[config.mk]
export PLATFORM = sky130hd
export DESIGN_NAME = load_ready_qualifier_flat
export DESIGN_NICKNAME = d
export VERILOG_FILES = /design/src/lrq_pkg.sv /design/src/lrq_if.sv /design/src/load_ready_qualifier.sv /design/src/lrq_ram.sv /design/src/lrq_div.sv /design/src/lrq_cfg.sv /design/src/flat_wrapper.sv
export SDC_FILE = /design/constraint.sdc
export NUM_CORES = 2
export LEC_CHECK = 0
export CAP_MARGIN = 10
export CELL_PAD_IN_SITES_DETAIL_PLACEMENT = 0
export CELL_PAD_IN_SITES_GLOBAL_PLACEMENT = 1
export CORE_MARGIN = 2
export CORE_UTILIZATION = 55
export DETAILED_ROUTE_END_ITERATION = 8
export DONT_BUFFER_PORTS = 1
export GPL_ROUTABILITY_DRIVEN = 1
export HOLD_SLACK_MARGIN = 0.05
export PLACE_DENSITY = 0.95
export SLEW_MARGIN = 25
export SYNTH_ARGS = -nofsm -noshare
export SYNTH_HDL_FRONTEND = slang
export SYNTH_SLANG_ARGS = --single-unit
[constraint.sdc]
create_clock -name clk -period 16.2 [get_ports clk]
set_input_delay 1.62 -clock clk [delete_from_list [all_inputs] [get_ports clk]]
set_output_delay 1.62 -clock clk [all_outputs]
set_load 0.03 [all_outputs]
[src/lrq_pkg.sv]
// Package for the load ready qualifier: widths, codes, state encoding and the
// configuration register record. Every other file of the block but lrq_ram uses it.
package lrq_pkg;

  localparam int WINDOW_DEPTH = 8;

  localparam int SAMPLE_W   = 24;
  localparam int TICK_W     = 32;
  localparam int AVG_W      = 28;
  localparam int DIST_W     = 8;
  localparam int SUM_W      = SAMPLE_W + $clog2(WINDOW_DEPTH);
  localparam int DV_W       = SUM_W + 4;
  localparam int DCNT_W     = $clog2(DV_W);
  localparam int FILL_W     = $clog2(WINDOW_DEPTH + 1);
  localparam int SLOT_W     = (WINDOW_DEPTH > 1) ? $clog2(WINDOW_DEPTH) : 1;
  localparam int CFG_IDX_W  = 3;
  localparam int CFG_DATA_W = 32;

  typedef enum logic [1:0] {
    OP_UPDATE = 2'd0,
    OP_QUERY  = 2'd1,
    OP_CLEAR  = 2'd2
  } op_t;

  typedef enum logic [1:0] {
    EVT_NONE    = 2'd0,
    EVT_WAITING = 2'd1,
    EVT_READY   = 2'd2
  } evt_t;

  typedef enum logic [CFG_IDX_W-1:0] {
    REG_SAMPLE_INTERVAL = 3'd0,
    REG_HOLD_TIME       = 3'd1,
    REG_READY_TIMEOUT   = 3'd2,
    REG_LOAD_THRESHOLD  = 3'd3,
    REG_READY_MIN       = 3'd4,
    REG_DISTURB_DIFF    = 3'd5,
    REG_DISTURB_LIMIT   = 3'd6
  } reg_idx_t;

  typedef enum logic [2:0] {
    ST_IDLE,
    ST_DECODE,
    ST_READ,
    ST_PREP,
    ST_DIV,
    ST_DECIDE,
    ST_DONE
  } state_t;

  typedef struct packed {
    logic [15:0]        sample_interval_ms;
    logic [31:0]        hold_time_ms;
    logic [31:0]        ready_timeout_ms;
    logic signed [23:0] load_threshold_g;
    logic signed [23:0] ready_min_g;
    logic [22:0]        disturb_diff_g;
    logic [7:0]         disturb_limit;
  } cfg_t;

endpackage

[src/lrq_if.sv]
// Channel interfaces of the load ready qualifier: input items, result items and
// configuration writes. Widths come from lrq_pkg.
interface lrq_in_if;
  import lrq_pkg::*;
  logic                       valid;
  logic                       ready;
  logic [1:0]                 operation;
  logic [TICK_W-1:0]          now_ms;
  logic signed [SAMPLE_W-1:0] mass_g;
  modport source (output valid, operation, now_ms, mass_g, input ready);
  modport sink (input valid, operation, now_ms, mass_g, output ready);
endinterface

interface lrq_out_if;
  import lrq_pkg::*;
  logic                    valid;
  logic                    ready;
  logic                    ready_res;
  logic                    sample_taken;
  logic [1:0]              indicator_event;
  logic signed [AVG_W-1:0] average_q4;
  modport source (output valid, ready_res, sample_taken, indicator_event, average_q4,
                  input ready);
  modport sink (input valid, ready_res, sample_taken, indicator_event, average_q4,
                output ready);
endinterface

interface lrq_cfg_if;
  import lrq_pkg::*;
  logic                  valid;
  logic                  ready;
  logic [CFG_IDX_W-1:0]  index;
  logic [CFG_DATA_W-1:0] data;
  modport source (output valid, index, data, input ready);
  modport sink (input valid, index, data, output ready);
endinterface

[src/load_ready_qualifier.sv]
// Load ready qualifier top level: sequencer, window bookkeeping and ready latch.
// A taken update passes through ST_DECODE, ST_READ, ST_PREP, ST_DIV and ST_DECIDE
// to ST_DONE, with the average formed by the bit-serial divider in ST_DIV; other
// items go from ST_DECODE to ST_DONE. A new item is accepted only once the result
// of the last is loaded and the sequencer is back in ST_IDLE; a stalled result holds it.
// Synchronous active-low reset clears the sequencer, window and latch state and restores register defaults.
module load_ready_qualifier (
  input  logic      clk,
  input  logic      rst_n,
  lrq_in_if.sink    in_ch,
  lrq_out_if.source out_ch,
  lrq_cfg_if.sink   cfg_ch
);
  import lrq_pkg::*;

  cfg_t cfg;

  state_t state_r, state_nxt;
  logic [1:0]                 op_r;
  logic [TICK_W-1:0]          now_r;
  logic signed [SAMPLE_W-1:0] w_r;
  logic                       neg_r, neg_nxt;

  logic signed [SUM_W-1:0] sum_r, sum_nxt;
  logic [SLOT_W-1:0]       slot_r, slot_nxt;
  logic [FILL_W-1:0]       fill_r, fill_nxt;
  logic signed [AVG_W-1:0] prev_r, prev_nxt;
  logic                    hold_run_r, hold_run_nxt;
  logic [TICK_W-1:0]       hold_start_r, hold_start_nxt;
  logic                    latch_r, latch_nxt;
  logic                    ann_r, ann_nxt;
  logic [DIST_W-1:0]       dist_r, dist_nxt;
  logic [TICK_W-1:0]       last_r, last_nxt;
  logic [TICK_W-1:0]       since_r, since_nxt;
  evt_t                    evt_r, evt_nxt;
  logic                    taken_r, taken_nxt;

  logic                    out_valid_r;
  logic                    out_load;
  logic                    res_ready_r;
  logic                    res_taken_r;
  evt_t                    res_evt_r;
  logic signed [AVG_W-1:0] res_avg_r;

  logic                       ram_re;
  logic                       ram_we;
  logic [SAMPLE_W-1:0]        ram_rdata;
  logic signed [SAMPLE_W-1:0] old_s;

  logic              div_start;
  logic              div_done;
  logic [DV_W-1:0]   div_dividend;
  logic [DV_W-1:0]   quo;
  logic [DV_W-1:0]   num;
  logic [DV_W-1:0]   mag;

  logic [AVG_W-1:0]        avg_mag;
  logic signed [AVG_W-1:0] avg_s;
  logic signed [AVG_W:0]   diff_s;
  logic [AVG_W:0]          abs_diff;
  logic                    low_avg;
  logic                    big_change;
  logic                    heavy;
  logic [TICK_W-1:0]       hold_ref;
  logic                    hold_ok;
  logic                    interval_ok;
  logic                    expired;
  logic [DIST_W-1:0]       dist_inc;
  logic                    drop;
  logic signed [AVG_W-1:0] drop_avg;

  lrq_cfg u_cfg (
    .clk   (clk),
    .rst_n (rst_n),
    .cfg_ch(cfg_ch),
    .cfg   (cfg)
  );

  lrq_ram #(
    .WIDTH(SAMPLE_W),
    .DEPTH(WINDOW_DEPTH)
  ) u_window (
    .clk  (clk),
    .we   (ram_we),
    .waddr(slot_r),
    .wdata(w_r),
    .re   (ram_re),
    .raddr(slot_r),
    .rdata(ram_rdata)
  );

  lrq_div u_div (
    .clk     (clk),
    .rst_n   (rst_n),
    .start   (div_start),
    .dividend(div_dividend),
    .divisor (fill_r),
    .done    (div_done),
    .quotient(quo)
  );

  // Entries beyond the fill count were never written since the last clear.
  assign old_s = (fill_r == FILL_W'(WINDOW_DEPTH)) ? $signed(ram_rdata) : '0;

  assign num          = {sum_r, 4'b0000};
  assign mag          = sum_r[SUM_W-1] ? (~num + 1'b1) : num;
  assign div_dividend = mag + DV_W'(fill_r >> 1);

  assign avg_mag    = quo[AVG_W-1:0];
  assign avg_s      = neg_r ? $signed(~avg_mag + 1'b1) : $signed(avg_mag);
  assign diff_s     = {avg_s[AVG_W-1], avg_s} - {prev_r[AVG_W-1], prev_r};
  assign abs_diff   = diff_s[AVG_W] ? $unsigned(~diff_s + 1'b1) : $unsigned(diff_s);
  assign low_avg    = avg_s < $signed({cfg.ready_min_g, 4'b0000});
  assign big_change = abs_diff >= {2'b00, cfg.disturb_diff_g, 4'b0000};
  assign heavy      = w_r > cfg.load_threshold_g;
  assign hold_ref   = hold_run_r ? hold_start_r : now_r;
  assign hold_ok    = (now_r - hold_ref) >= cfg.hold_time_ms;
  assign interval_ok = (now_r - last_r) >= TICK_W'(cfg.sample_interval_ms);
  assign expired    = latch_r && ((now_r - since_r) >= cfg.ready_timeout_ms);
  assign dist_inc   = (dist_r < cfg.disturb_limit) ? dist_r + 1'b1 : dist_r;

  assign out_load = (state_r == ST_DONE) && (!out_valid_r || out_ch.ready);

  always_comb begin
    state_nxt      = state_r;
    neg_nxt        = neg_r;
    sum_nxt        = sum_r;
    slot_nxt       = slot_r;
    fill_nxt       = fill_r;
    prev_nxt       = prev_r;
    hold_run_nxt   = hold_run_r;
    hold_start_nxt = hold_start_r;
    latch_nxt      = latch_r;
    ann_nxt        = ann_r;
    dist_nxt       = dist_r;
    last_nxt       = last_r;
    since_nxt      = since_r;
    evt_nxt        = evt_r;
    taken_nxt      = taken_r;
    ram_re         = 1'b0;
    ram_we         = 1'b0;
    div_start      = 1'b0;
    drop           = 1'b0;
    drop_avg       = avg_s;

    unique case (state_r)
      ST_IDLE: begin
        if (in_ch.valid) begin
          state_nxt = ST_DECODE;
        end
      end
      ST_DECODE: begin
        evt_nxt   = EVT_NONE;
        taken_nxt = 1'b0;
        state_nxt = ST_DONE;
        case (op_r)
          OP_UPDATE: begin
            if (interval_ok) begin
              taken_nxt = 1'b1;
              last_nxt  = now_r;
              ram_re    = 1'b1;
              state_nxt = ST_READ;
            end
          end
          OP_QUERY: begin
            if (expired) begin
              drop     = 1'b1;
              drop_avg = prev_r;
            end
          end
          OP_CLEAR: begin
            sum_nxt        = '0;
            slot_nxt       = '0;
            fill_nxt       = '0;
            prev_nxt       = '0;
            hold_run_nxt   = 1'b0;
            hold_start_nxt = '0;
            latch_nxt      = 1'b0;
            ann_nxt        = 1'b0;
            dist_nxt       = '0;
            last_nxt       = '0;
            since_nxt      = '0;
          end
          default: begin
          end
        endcase
      end
      ST_READ: begin
        ram_we   = 1'b1;
        sum_nxt  = sum_r + SUM_W'(w_r) - SUM_W'(old_s);
        slot_nxt = (slot_r == SLOT_W'(WINDOW_DEPTH - 1)) ? '0 : slot_r + 1'b1;
        if (fill_r != FILL_W'(WINDOW_DEPTH)) begin
          fill_nxt = fill_r + 1'b1;
        end
        state_nxt = ST_PREP;
      end
      ST_PREP: begin
        neg_nxt   = sum_r[SUM_W-1];
        div_start = 1'b1;
        state_nxt = ST_DIV;
      end
      ST_DIV: begin
        if (div_done) begin
          state_nxt = ST_DECIDE;
        end
      end
      ST_DECIDE: begin
        prev_nxt = avg_s;
        if (latch_r) begin
          if (expired) begin
            drop = 1'b1;
          end else if (low_avg || big_change) begin
            dist_nxt = dist_inc;
            if (dist_inc >= cfg.disturb_limit) begin
              drop = 1'b1;
            end
          end else begin
            dist_nxt = '0;
          end
        end else if (heavy) begin
          if (!hold_run_r) begin
            hold_run_nxt   = 1'b1;
            hold_start_nxt = now_r;
          end
          if (hold_ok) begin
            latch_nxt = 1'b1;
            since_nxt = now_r;
            dist_nxt  = '0;
            ann_nxt   = 1'b1;
            evt_nxt   = EVT_READY;
          end
        end else begin
          drop = 1'b1;
        end
        state_nxt = ST_DONE;
      end
      ST_DONE: begin
        if (!out_valid_r || out_ch.ready) begin
          state_nxt = ST_IDLE;
        end
      end
      default: begin
        state_nxt = ST_IDLE;
      end
    endcase

    if (drop) begin
      prev_nxt       = drop_avg;
      hold_run_nxt   = 1'b0;
      hold_start_nxt = '0;
      latch_nxt      = 1'b0;
      ann_nxt        = 1'b0;
      dist_nxt       = '0;
      since_nxt      = '0;
      evt_nxt        = EVT_WAITING;
    end
  end

  always_ff @(posedge clk) begin
    if (!rst_n) begin
      state_r      <= ST_IDLE;
      sum_r        <= '0;
      slot_r       <= '0;
      fill_r       <= '0;
      prev_r       <= '0;
      hold_run_r   <= 1'b0;
      hold_start_r <= '0;
      latch_r      <= 1'b0;
      ann_r        <= 1'b0;
      dist_r       <= '0;
      last_r       <= '0;
      since_r      <= '0;
      evt_r        <= EVT_NONE;
      taken_r      <= 1'b0;
      out_valid_r  <= 1'b0;
    end else begin
      state_r      <= state_nxt;
      sum_r        <= sum_nxt;
      slot_r       <= slot_nxt;
      fill_r       <= fill_nxt;
      prev_r       <= prev_nxt;
      hold_run_r   <= hold_run_nxt;
      hold_start_r <= hold_start_nxt;
      latch_r      <= latch_nxt;
      ann_r        <= ann_nxt;
      dist_r       <= dist_nxt;
      last_r       <= last_nxt;
      since_r      <= since_nxt;
      evt_r        <= evt_nxt;
      taken_r      <= taken_nxt;
      if (out_load) begin
        out_valid_r <= 1'b1;
      end else if (out_ch.ready) begin
        out_valid_r <= 1'b0;
      end
    end
  end

  always_ff @(posedge clk) begin
    neg_r <= neg_nxt;
    if (state_r == ST_IDLE && in_ch.valid) begin
      op_r  <= in_ch.operation;
      now_r <= in_ch.now_ms;
      w_r   <= in_ch.mass_g;
    end
    if (out_load) begin
      res_ready_r <= latch_r;
      res_taken_r <= taken_r;
      res_evt_r   <= evt_r;
      res_avg_r   <= prev_r;
    end
  end

  assign in_ch.ready            = (state_r == ST_IDLE);
  assign out_ch.valid           = out_valid_r;
  assign out_ch.ready_res       = res_ready_r;
  assign out_ch.sample_taken    = res_taken_r;
  assign out_ch.indicator_event = res_evt_r;
  assign out_ch.average_q4      = res_avg_r;

endmodule

[src/lrq_ram.sv]
// Generic single-write, single-read RAM with a registered read port.
// Holds the sample window of the load ready qualifier; no dependencies.
module lrq_ram #(
  parameter int WIDTH = 24,
  parameter int DEPTH = 8
) (
  input  logic                                     clk,
  input  logic                                     we,
  input  logic [((DEPTH > 1) ? $clog2(DEPTH) : 1)-1:0] waddr,
  input  logic [WIDTH-1:0]                         wdata,
  input  logic                                     re,
  input  logic [((DEPTH > 1) ? $clog2(DEPTH) : 1)-1:0] raddr,
  output logic [WIDTH-1:0]                         rdata
);

  logic [WIDTH-1:0] mem_r [DEPTH];
  logic [WIDTH-1:0] rdata_r;

  always_ff @(posedge clk) begin
    if (we) begin
      mem_r[waddr] <= wdata;
    end
    if (re) begin
      rdata_r <= mem_r[raddr];
    end
  end

  assign rdata = rdata_r;

endmodule

[src/lrq_div.sv]
// Bit-serial restoring divider: one quotient bit per cycle, DV_W quotient bits in all.
// Divides the rounded window sum magnitude by the fill count; uses lrq_pkg.
module lrq_div (
  input  logic                      clk,
  input  logic                      rst_n,
  input  logic                      start,
  input  logic [lrq_pkg::DV_W-1:0]  dividend,
  input  logic [lrq_pkg::FILL_W-1:0] divisor,
  output logic                      done,
  output logic [lrq_pkg::DV_W-1:0]  quotient
);
  import lrq_pkg::*;

  logic              busy_r;
  logic              done_r;
  logic [DCNT_W-1:0] cnt_r;
  logic [DV_W-1:0]   quo_r;
  logic [FILL_W-1:0] rem_r;
  logic [FILL_W-1:0] dsr_r;
  logic [FILL_W:0]   rem_shift;
  logic [FILL_W:0]   rem_sub;
  logic              take;

  assign rem_shift = {rem_r, quo_r[DV_W-1]};
  assign take      = rem_shift >= {1'b0, dsr_r};
  assign rem_sub   = rem_shift - {1'b0, dsr_r};

  always_ff @(posedge clk) begin
    if (!rst_n) begin
      busy_r <= 1'b0;
      done_r <= 1'b0;
      cnt_r  <= '0;
    end else begin
      done_r <= 1'b0;
      if (start) begin
        busy_r <= 1'b1;
        cnt_r  <= '0;
      end else if (busy_r) begin
        cnt_r <= cnt_r + 1'b1;
        if (cnt_r == DCNT_W'(DV_W - 1)) begin
          busy_r <= 1'b0;
          done_r <= 1'b1;
        end
      end
    end
  end

  always_ff @(posedge clk) begin
    if (start) begin
      quo_r <= dividend;
      rem_r <= '0;
      dsr_r <= divisor;
    end else if (busy_r) begin
      quo_r <= {quo_r[DV_W-2:0], take};
      rem_r <= take ? rem_sub[FILL_W-1:0] : rem_shift[FILL_W-1:0];
    end
  end

  assign done     = done_r;
  assign quotient = quo_r;

endmodule

[src/lrq_cfg.sv]
// Configuration register file of the load ready qualifier.
// Takes writes from the configuration channel; uses lrq_pkg and lrq_cfg_if.
module lrq_cfg (
  input  logic          clk,
  input  logic          rst_n,
  lrq_cfg_if.sink       cfg_ch,
  output lrq_pkg::cfg_t cfg
);
  import lrq_pkg::*;

  cfg_t cfg_r;

  assign cfg_ch.ready = 1'b1;

  always_ff @(posedge clk) begin
    if (!rst_n) begin
      cfg_r.sample_interval_ms <= 16'd50;
      cfg_r.hold_time_ms       <= 32'd1000;
      cfg_r.ready_timeout_ms   <= 32'd30000;
      cfg_r.load_threshold_g   <= 24'sd100;
      cfg_r.ready_min_g        <= 24'sd50;
      cfg_r.disturb_diff_g     <= 23'd20;
      cfg_r.disturb_limit      <= 8'd3;
    end else if (cfg_ch.valid) begin
      unique case (reg_idx_t'(cfg_ch.index))
        REG_SAMPLE_INTERVAL: cfg_r.sample_interval_ms <= cfg_ch.data[15:0];
        REG_HOLD_TIME:       cfg_r.hold_time_ms       <= cfg_ch.data;
        REG_READY_TIMEOUT:   cfg_r.ready_timeout_ms   <= cfg_ch.data;
        REG_LOAD_THRESHOLD:  cfg_r.load_threshold_g   <= $signed(cfg_ch.data[23:0]);
        REG_READY_MIN:       cfg_r.ready_min_g        <= $signed(cfg_ch.data[23:0]);
        REG_DISTURB_DIFF:    cfg_r.disturb_diff_g     <= cfg_ch.data[22:0];
        REG_DISTURB_LIMIT:   cfg_r.disturb_limit      <= cfg_ch.data[7:0];
        default: begin
        end
      endcase
    end
  end

  assign cfg = cfg_r;

endmodule

[src/flat_wrapper.sv]
// flat-port wrapper written by rule: the top's interface ports become plain ports
module load_ready_qualifier_flat import lrq_pkg::*;
  (clk, rst_n, in_ch_valid, in_ch_operation, in_ch_now_ms, in_ch_mass_g, in_ch_ready, out_ch_valid, out_ch_ready_res, out_ch_sample_taken, out_ch_indicator_event, out_ch_average_q4, out_ch_ready, cfg_ch_valid, cfg_ch_index, cfg_ch_data, cfg_ch_ready);
  lrq_in_if in_ch_i ();
  lrq_out_if out_ch_i ();
  lrq_cfg_if cfg_ch_i ();
  input  logic clk;
  input  logic rst_n;
  input wire logic [$bits(in_ch_i.valid)-1:0] in_ch_valid;
  input wire logic [$bits(in_ch_i.operation)-1:0] in_ch_operation;
  input wire logic [$bits(in_ch_i.now_ms)-1:0] in_ch_now_ms;
  input wire logic [$bits(in_ch_i.mass_g)-1:0] in_ch_mass_g;
  output wire logic [$bits(in_ch_i.ready)-1:0] in_ch_ready;
  output wire logic [$bits(out_ch_i.valid)-1:0] out_ch_valid;
  output wire logic [$bits(out_ch_i.ready_res)-1:0] out_ch_ready_res;
  output wire logic [$bits(out_ch_i.sample_taken)-1:0] out_ch_sample_taken;
  output wire logic [$bits(out_ch_i.indicator_event)-1:0] out_ch_indicator_event;
  output wire logic [$bits(out_ch_i.average_q4)-1:0] out_ch_average_q4;
  input wire logic [$bits(out_ch_i.ready)-1:0] out_ch_ready;
  input wire logic [$bits(cfg_ch_i.valid)-1:0] cfg_ch_valid;
  input wire logic [$bits(cfg_ch_i.index)-1:0] cfg_ch_index;
  input wire logic [$bits(cfg_ch_i.data)-1:0] cfg_ch_data;
  output wire logic [$bits(cfg_ch_i.ready)-1:0] cfg_ch_ready;
  assign in_ch_i.valid = in_ch_valid;
  assign in_ch_i.operation = in_ch_operation;
  assign in_ch_i.now_ms = in_ch_now_ms;
  assign in_ch_i.mass_g = in_ch_mass_g;
  assign in_ch_ready = in_ch_i.ready;
  assign out_ch_valid = out_ch_i.valid;
  assign out_ch_ready_res = out_ch_i.ready_res;
  assign out_ch_sample_taken = out_ch_i.sample_taken;
  assign out_ch_indicator_event = out_ch_i.indicator_event;
  assign out_ch_average_q4 = out_ch_i.average_q4;
  assign out_ch_i.ready = out_ch_ready;
  assign cfg_ch_i.valid = cfg_ch_valid;
  assign cfg_ch_i.index = cfg_ch_index;
  assign cfg_ch_i.data = cfg_ch_data;
  assign cfg_ch_ready = cfg_ch_i.ready;
  load_ready_qualifier u_core (.clk(clk), .rst_n(rst_n), .in_ch(in_ch_i), .out_ch(out_ch_i), .cfg_ch(cfg_ch_i));
endmodule
After elaboration in Yosys (flattened, before gate mapping)

Memory sizes are Yosys's and may differ from the RTL's. A register that Yosys moved wholly into a read port is not among the register bits.
Cells that the tools add are included.

Reductions and logical operators: 36
$lt $le $gt $ge: 9
Bitwise operators: 5
Add/subtract/negate cells: 15
Multiplexer cells: 80
Equality and inequality tests: 35

Operators with widths:

| kind                  | count |
|---|---|
| $mux 32               | 8 |
| $pmux 32 s2           | 3 |
| $mux 28               | 6 |
| $sub 32x32->32        | 3 |
| $mux 31               | 3 |
| $ge 32x32->1          | 2 |
| $mux 8                | 7 |
| $pmux 28 s2           | 1 |
| $pmux 27 s2           | 1 |
| $ge 32x16->1          | 1 |
| $add 31x1->31 const B | 1 |
| $add 31x3->31         | 1 |
| $not 31->31           | 1 |
| $add 29x1->29 const B | 1 |
| $ge 29x27->1          | 1 |
| $mux 29               | 1 |
| $not 29->29           | 1 |
| $sub 28x28->29        | 1 |
| $add 28x1->28 const B | 1 |
| $lt 28x28->1          | 1 |
| $not 28->28           | 1 |
| $add 27x24->27        | 1 |
| $mux 1                | 27 |
| $mux 27               | 1 |
| 47 further kinds      | 105 |

Logic and storage cells: 217
Memories: 1
Memory bits (writable): 192
Bits in registers: 471

Memories:

| memory                | depth | bits a word | read ports | clocked after memory_dff | wr ports | RTL line      | source |
|---|---|---|---|---|---|---|---|
| u_core.u_window.mem_r | 8     | 24          | 1          | 1                        | 1        | lrq_ram.sv:16 | `logic [WIDTH-1:0] mem_r [DEPTH];` |

Logic depth before layout (Yosys ltp)

Word-level depth: 15
Depth in mapped cells: 33
Mapped depth without buffers: 30

Cells and area by module

A second synthesis with hierarchy kept.

Cell total of the unflattened synthesis: 3980
Area, all modules: 40490.1 µm²

Modules (own cells, without submodules):

| module               | area each (µm²) | times used | cells an instance |
|---|---|---|---|
| load_ready_qualifier | 24466.0         | 1          | 2947 |
| lrq_ram              | 8037.7          | 1          | 314 |
| lrq_cfg              | 5933.2          | 1          | 575 |
| lrq_div              | 2053.2          | 1          | 144 |

Least setup slack after synthesis

Ideal clock, no wire load.

Kind: flip-flop to flip-flop
Start point: register u_core.u_div.quo_r[7], in the netlist u_core.u_div.quotient[7]
End point: register u_core.hold_start_r[21]
Stages on the path, launching flop included: 31
Clock period less this slack: 7.173 ns
Data arrival time: 7.054 ns
Buffers on the path: 3
Setup time: 0.119 ns
Slack: 9.027 ns
Cells stage by stage: edfxtp_1 or4_1 nor4_1 nand3_1 or4_1 o21ai_0 xnor2_1 ha_1 clkbuf_1 a21oi_1 nor2b_1 o21ai_0 nand2b_1 nor3_1 xnor2_1 or2_2 or3_1 nor3_1 nor2_1 xor2_1 ha_1 nand4_1 or4_1 or4_1 o2111ai_1 nor4_1 a21oi_1 o32a_1 buf_6 buf_6 nor2_4

Cells in the longest elaborated chain, start to end: 14

RTL lines:

| element                       | RTL line                    | source |
|---|---|---|
| start, declared               | lrq_div.sv:17               | `logic [DV_W-1:0] quo_r;` |
| start signal, assigned        | lrq_div.sv:50               | `quo_r <= dividend;` |
| start signal, assigned        | lrq_div.sv:54               | `quo_r <= {quo_r[DV_W-2:0], take};` |
| $not 28->28                   | load_ready_qualifier.sv:110 | `assign avg_s = neg_r ? $signed(~avg_mag + 1'b1) : $signed(avg_mag);` |
| $add 28x1->28                 | load_ready_qualifier.sv:110 |  |
| $mux 28 (*)                   | load_ready_qualifier.sv:110 |  |
| $sub 28x28->29                | load_ready_qualifier.sv:111 | `assign diff_s = {avg_s[AVG_W-1], avg_s} - {prev_r[AVG_W-1], prev_r};` |
| $not 29->29                   | load_ready_qualifier.sv:112 | `assign abs_diff = diff_s[AVG_W] ? $unsigned(~diff_s + 1'b1) : $unsigned(diff_s);` |
| $add 29x1->29                 | load_ready_qualifier.sv:112 |  |
| $mux 29                       | load_ready_qualifier.sv:112 |  |
| $ge 29x27->1                  | load_ready_qualifier.sv:114 | `assign big_change = abs_diff >= {2'b00, cfg.disturb_diff_g, 4'b0000};` |
| $logic_or 1x1->1 (*)          | load_ready_qualifier.sv:212 | `end else if (low_avg \|\| big_change) begin` |
| $mux 1 (*)                    | load_ready_qualifier.sv:212 |  |
| $mux 1 (*)                    | load_ready_qualifier.sv:210 | `if (expired) begin` |
| $mux 1 (*)                    | load_ready_qualifier.sv:209 | `if (latch_r) begin` |
| $pmux 1 s2 (*)                | load_ready_qualifier.sv:146 | `unique case (state_r)` |
| $reduce_or 2->1 (no line) (*) | -                           |  |
| end signal, assigned          | load_ready_qualifier.sv:283 | `hold_start_r <= hold_start_nxt;` |
| end, declared                 | load_ready_qualifier.sv:29  | `logic [TICK_W-1:0] hold_start_r, hold_start_nxt;` |

Mark *: on every way between the ends. The rest lies on a longest branch, timed or not.
A chain may end at the register's enable or synchronous reset.

Worst setup path in the final report

Start point: register u_core.u_div.quo_r[7], in the netlist u_core.u_div.quotient[7]
End point: register u_core.hold_start_r[13]

The elaborated chain is that of the path after synthesis.

==> key figures <==
Synthesis
  • Ys Warns: 0
  • Distinct cells, synth: 97
  • Sequential fraction of the synthesis area: 43.8%
  • Predominant post-synthesis flop cell: dfxtp_1
  • Avg Cell Area, Syn: 9.41 um2
  • Seq cells post-synth: 687
  • Synth Net Count: 4627
  • Ys async rst share: 0%
  • EDFF count, synth: 342
  • Synthesized instance count: 4172
  • Post-Syn Area: 39300 um2

STA
  • Setup TNS: 0 ns
  • Fin. max-slew vios: 0
  • Fmax: 0.111 GHz
  • Unrepaired setup endpoints after global routing: false
  • Final Cycle Share: 55.6%
  • Minimum clock period: 9.00 ns
  • Worst-Margin Slew: 1.02 ns
  • Clk_skew: 0.0581 ns
  • Final hold vios: 0
  • Worst relative slew slack: 32.0%
  • Final setup violation count: 0

Detailed routing
  • Met2 WL: 45300 um
  • Post-DR wirelength/cell: 20.2 um
  • Antenna-violating nets left: 0
  • Top layer reached by signal wires: met4
  • DR WL met3: 9060 um
  • Via count of the routed design: 30400
  • Final WL: 103000 um
  • 1st-iter DRT viols: 2889
  • Residual DRC: 0
  • DRT met1 WL: 47000 um
  • Router iterations before antenna repair: 6
  • Via-to-Cell Ratio: 5.92

Cells and area
  • Final Util: 60.8%
  • Layout cells sized above 1: 6.15%
  • Commonest non-fill, non-tap cell in the layout: nand2_1
  • Area delta synth->final: 9.07%
  • Final #Nets: 4585
  • Most frequent cells in the layout: 514 x nand2_1, 397 x inv_1, 344 x dfxtp_1, 342 x edfxtp_1, 326 x ha_1
  • Finished Cell Area: 42800 um2

Clock network
  • Post-cts sizing count: 0
  • Clock buffer count from CTS: 76
  • Clock root buffer master: clkbuf_16
  • CTS Hold Bufs: 0
  • Worst skew pair latency: 0.66 ns
  • TritonCTS clock tree: done
  • Post-CTS setup buffers: 0
  • H-tree depth: 3
  • CTS sink cnt: 687
  • Clock Path Buffers: 3
  • Clock slew at reported path FFs: 0.06 ns

Place
  • Gpl congestion: 0.937
  • I/O Buffers: 0
  • Post-DP Area: 40100 um2
  • Dpl hpwl: 73000 um

Min path
  • HP Class: reg2reg
  • WHS Endpoint: u_core.since_r[2]
  • Hold Path Depth: 2
  • HP Start: u_core.since_r[2]

Setup path
  • CP Capture Type: flip-flop
  • RR Endpoint: u_core.hold_start_r[13]
  • Arr. time, crit path: 9.50 ns
  • WP data required: 16.70 ns
  • CP Class: reg2reg
  • Reg2reg start: u_core.u_div.quotient[7]
  • CP Max Fanout: 47
  • R2r setup slk: 7.20 ns
  • Startpoint types: flip-flop
  • Worst Reg-to-Reg Cells: 27

Die
  • FP Rows: 97
  • Die X: 271 um
  • Initial Util: 55.8%
  • Die Y: 271 um
  • I/O pin total: 133
  • Core ar.: 70400 um2
  • Die area: 73500 um2

Global routing
  • Largest net degree at the start of global routing: 75
  • Initial antenna violation count: 3
  • Total grt overflow: 0
  • GRT Util Overall: 28.0%
  • Number of global-route vias before repair: 28600
  • Global-route wire length before repair: 162000 um

Run status
  • Run status: completed

Power
  • P_leak: 15.7 nW
  • Worst VDD drop: 0.100 mV
  • Power Total: 4.68 mW
  • Pwr dens: 109 nW/um2

Run
  • Max-capacitance violation count: 0
-- routing by layer --
layer	vias up	global-route usage [%]
met2	1098	43.0
met4	0	7.91
met1	14500	40.6
li1	14700	-
met5	-	0
met3	146	4.88
-- cell families (layout without fill, tap and decap cells) --
group / count (synthesis) / count (layout) / share of synthesized area [%]
XOR/XNOR: 193 / 193 / 4.33
other: 1 / 2 / 0.00955
adder cells (fa/ha/maj): 357 / 357 / 12.0
AND/OR/NAND/NOR: 1280 / 1280 / 15.3
AO/OA/AOI/OAI: 1019 / 1019 / 17.2
multiplexers: 73 / 73 / 1.87
flip-flops: 687 / 687 / 43.8
buffers and inverters: 562 / 584 / 5.62
-- registers in the layout (all words and copies together) (netlist names), 27 cells and up --
name / count
u_core.hold_start_r: 32
u_core.u_window.mem_r: 192
u_core.out_ch.average_q4: 28
u_core.last_r: 32
u_core.since_r: 32
u_core.u_cfg.cfg: 159
u_core.prev_r: 28
u_core.now_r: 32
u_core.sum_r: 27
u_core.u_div.quotient: 31
-- report_power, final --
part | internal, mW | switching [mW] | total [mW]
logic | 0.371 | 0.528 | 0.898
registers | 1.89 | 0.0733 | 1.96
clock network | 1.07 | 0.759 | 1.83
total | 3.32 | 1.36 | 4.68
-- area by class of cell --
cell class	instances	area [um2]
flip-flops and latches	687	17200
inverters	399	1500
fillers	5976	27600
clock buffers	91	2020
diodes	1	2.50
multi-input cells	2923	19900
clock inverters	51	658
well taps	940	1180
repair buffers	43	323
-- critical path, cell delays in order (launching register included) --
cell       delay, ns
edfxtp_1        0.45
or4_1           0.60
nor4_1          0.28
nand3_1         0.16
nor4_1          0.54
nand2b_1        0.20
xnor2_1         0.20
ha_1            0.40
a21oi_1         0.26
nand3_1         0.22
o21ai_0         0.32
a211o_1         0.21
o22ai_1         0.12
or2_2           0.32
or3_1           0.33
nor3_1          0.25
nor2_1          0.08
xor2_1          0.17
ha_1            0.31
nand4_1         0.11
or4_1           0.54
or4_1           0.56
o2111ai_1       0.24
nor4_1          0.13
a21oi_1         0.24
o32a_2          0.71
buf_4           0.73
nor2_1          0.12
-- cells in the mapped netlist, drive strengths merged (14+ instances only) --
library cell | count | area share, %
clkbuf | 140 | 1.3
fa | 31 | 1.6
and2 | 43 | 0.69
a22o | 33 | 0.74
nand4 | 66 | 1.1
inv | 398 | 3.8
a211oi | 20 | 0.40
nand2 | 516 | 4.9
edfxtp | 342 | 26
a2111oi | 14 | 0.36
o21bai | 15 | 0.29
dfxtp | 345 | 18
a21o | 81 | 1.5
mux2i | 70 | 1.8
o211ai | 38 | 0.73
nor2b | 44 | 0.70
a31oi | 21 | 0.35
o21ai | 174 | 2.3
o21a | 25 | 0.48
ha | 326 | 10
or3 | 23 | 0.37
o31ai | 21 | 0.44
and3 | 21 | 0.33
nor2 | 289 | 3.0
a21oi | 345 | 4.6
xor2 | 47 | 1.1
nor3 | 57 | 0.74
nand3 | 109 | 1.4
buf | 23 | 0.46
xnor2 | 146 | 3.3
nand2b | 42 | 0.67
a22oi | 133 | 2.5
-- through the flow --
step           worst slack (ns)  instances  hold slack [ns]
2_1_floorplan              9.03       4172            0.400
3_3_place_gp               7.44       4992            0.438
3_5_place_dp               7.34       4992            0.444
4_1_cts                    7.25       5134            0.451
5_1_grt                    6.55       5134            0.471
6_report                   7.20       5135            0.448
-- how the worst max path moves through the flow --
stage	slack, ns	from	endpoint	depth (start not counted)
after floorplan	9.03	u_core.u_div.quotient[7]	u_core.hold_start_r[21]	30
after global placement	7.44	u_core.u_div.quotient[7]	u_core.hold_start_r[12]	27
after detailed placement	7.34	u_core.u_div.quotient[7]	u_core.hold_start_r[20]	27
after CTS	7.25	u_core.u_div.quotient[7]	u_core.hold_start_r[20]	27
after global routing	6.55	u_core.u_div.quotient[7]	u_core.hold_start_r[20]	27
final	7.20	u_core.u_div.quotient[7]	u_core.hold_start_r[13]	27
Power figures use the tool's default switching activity.
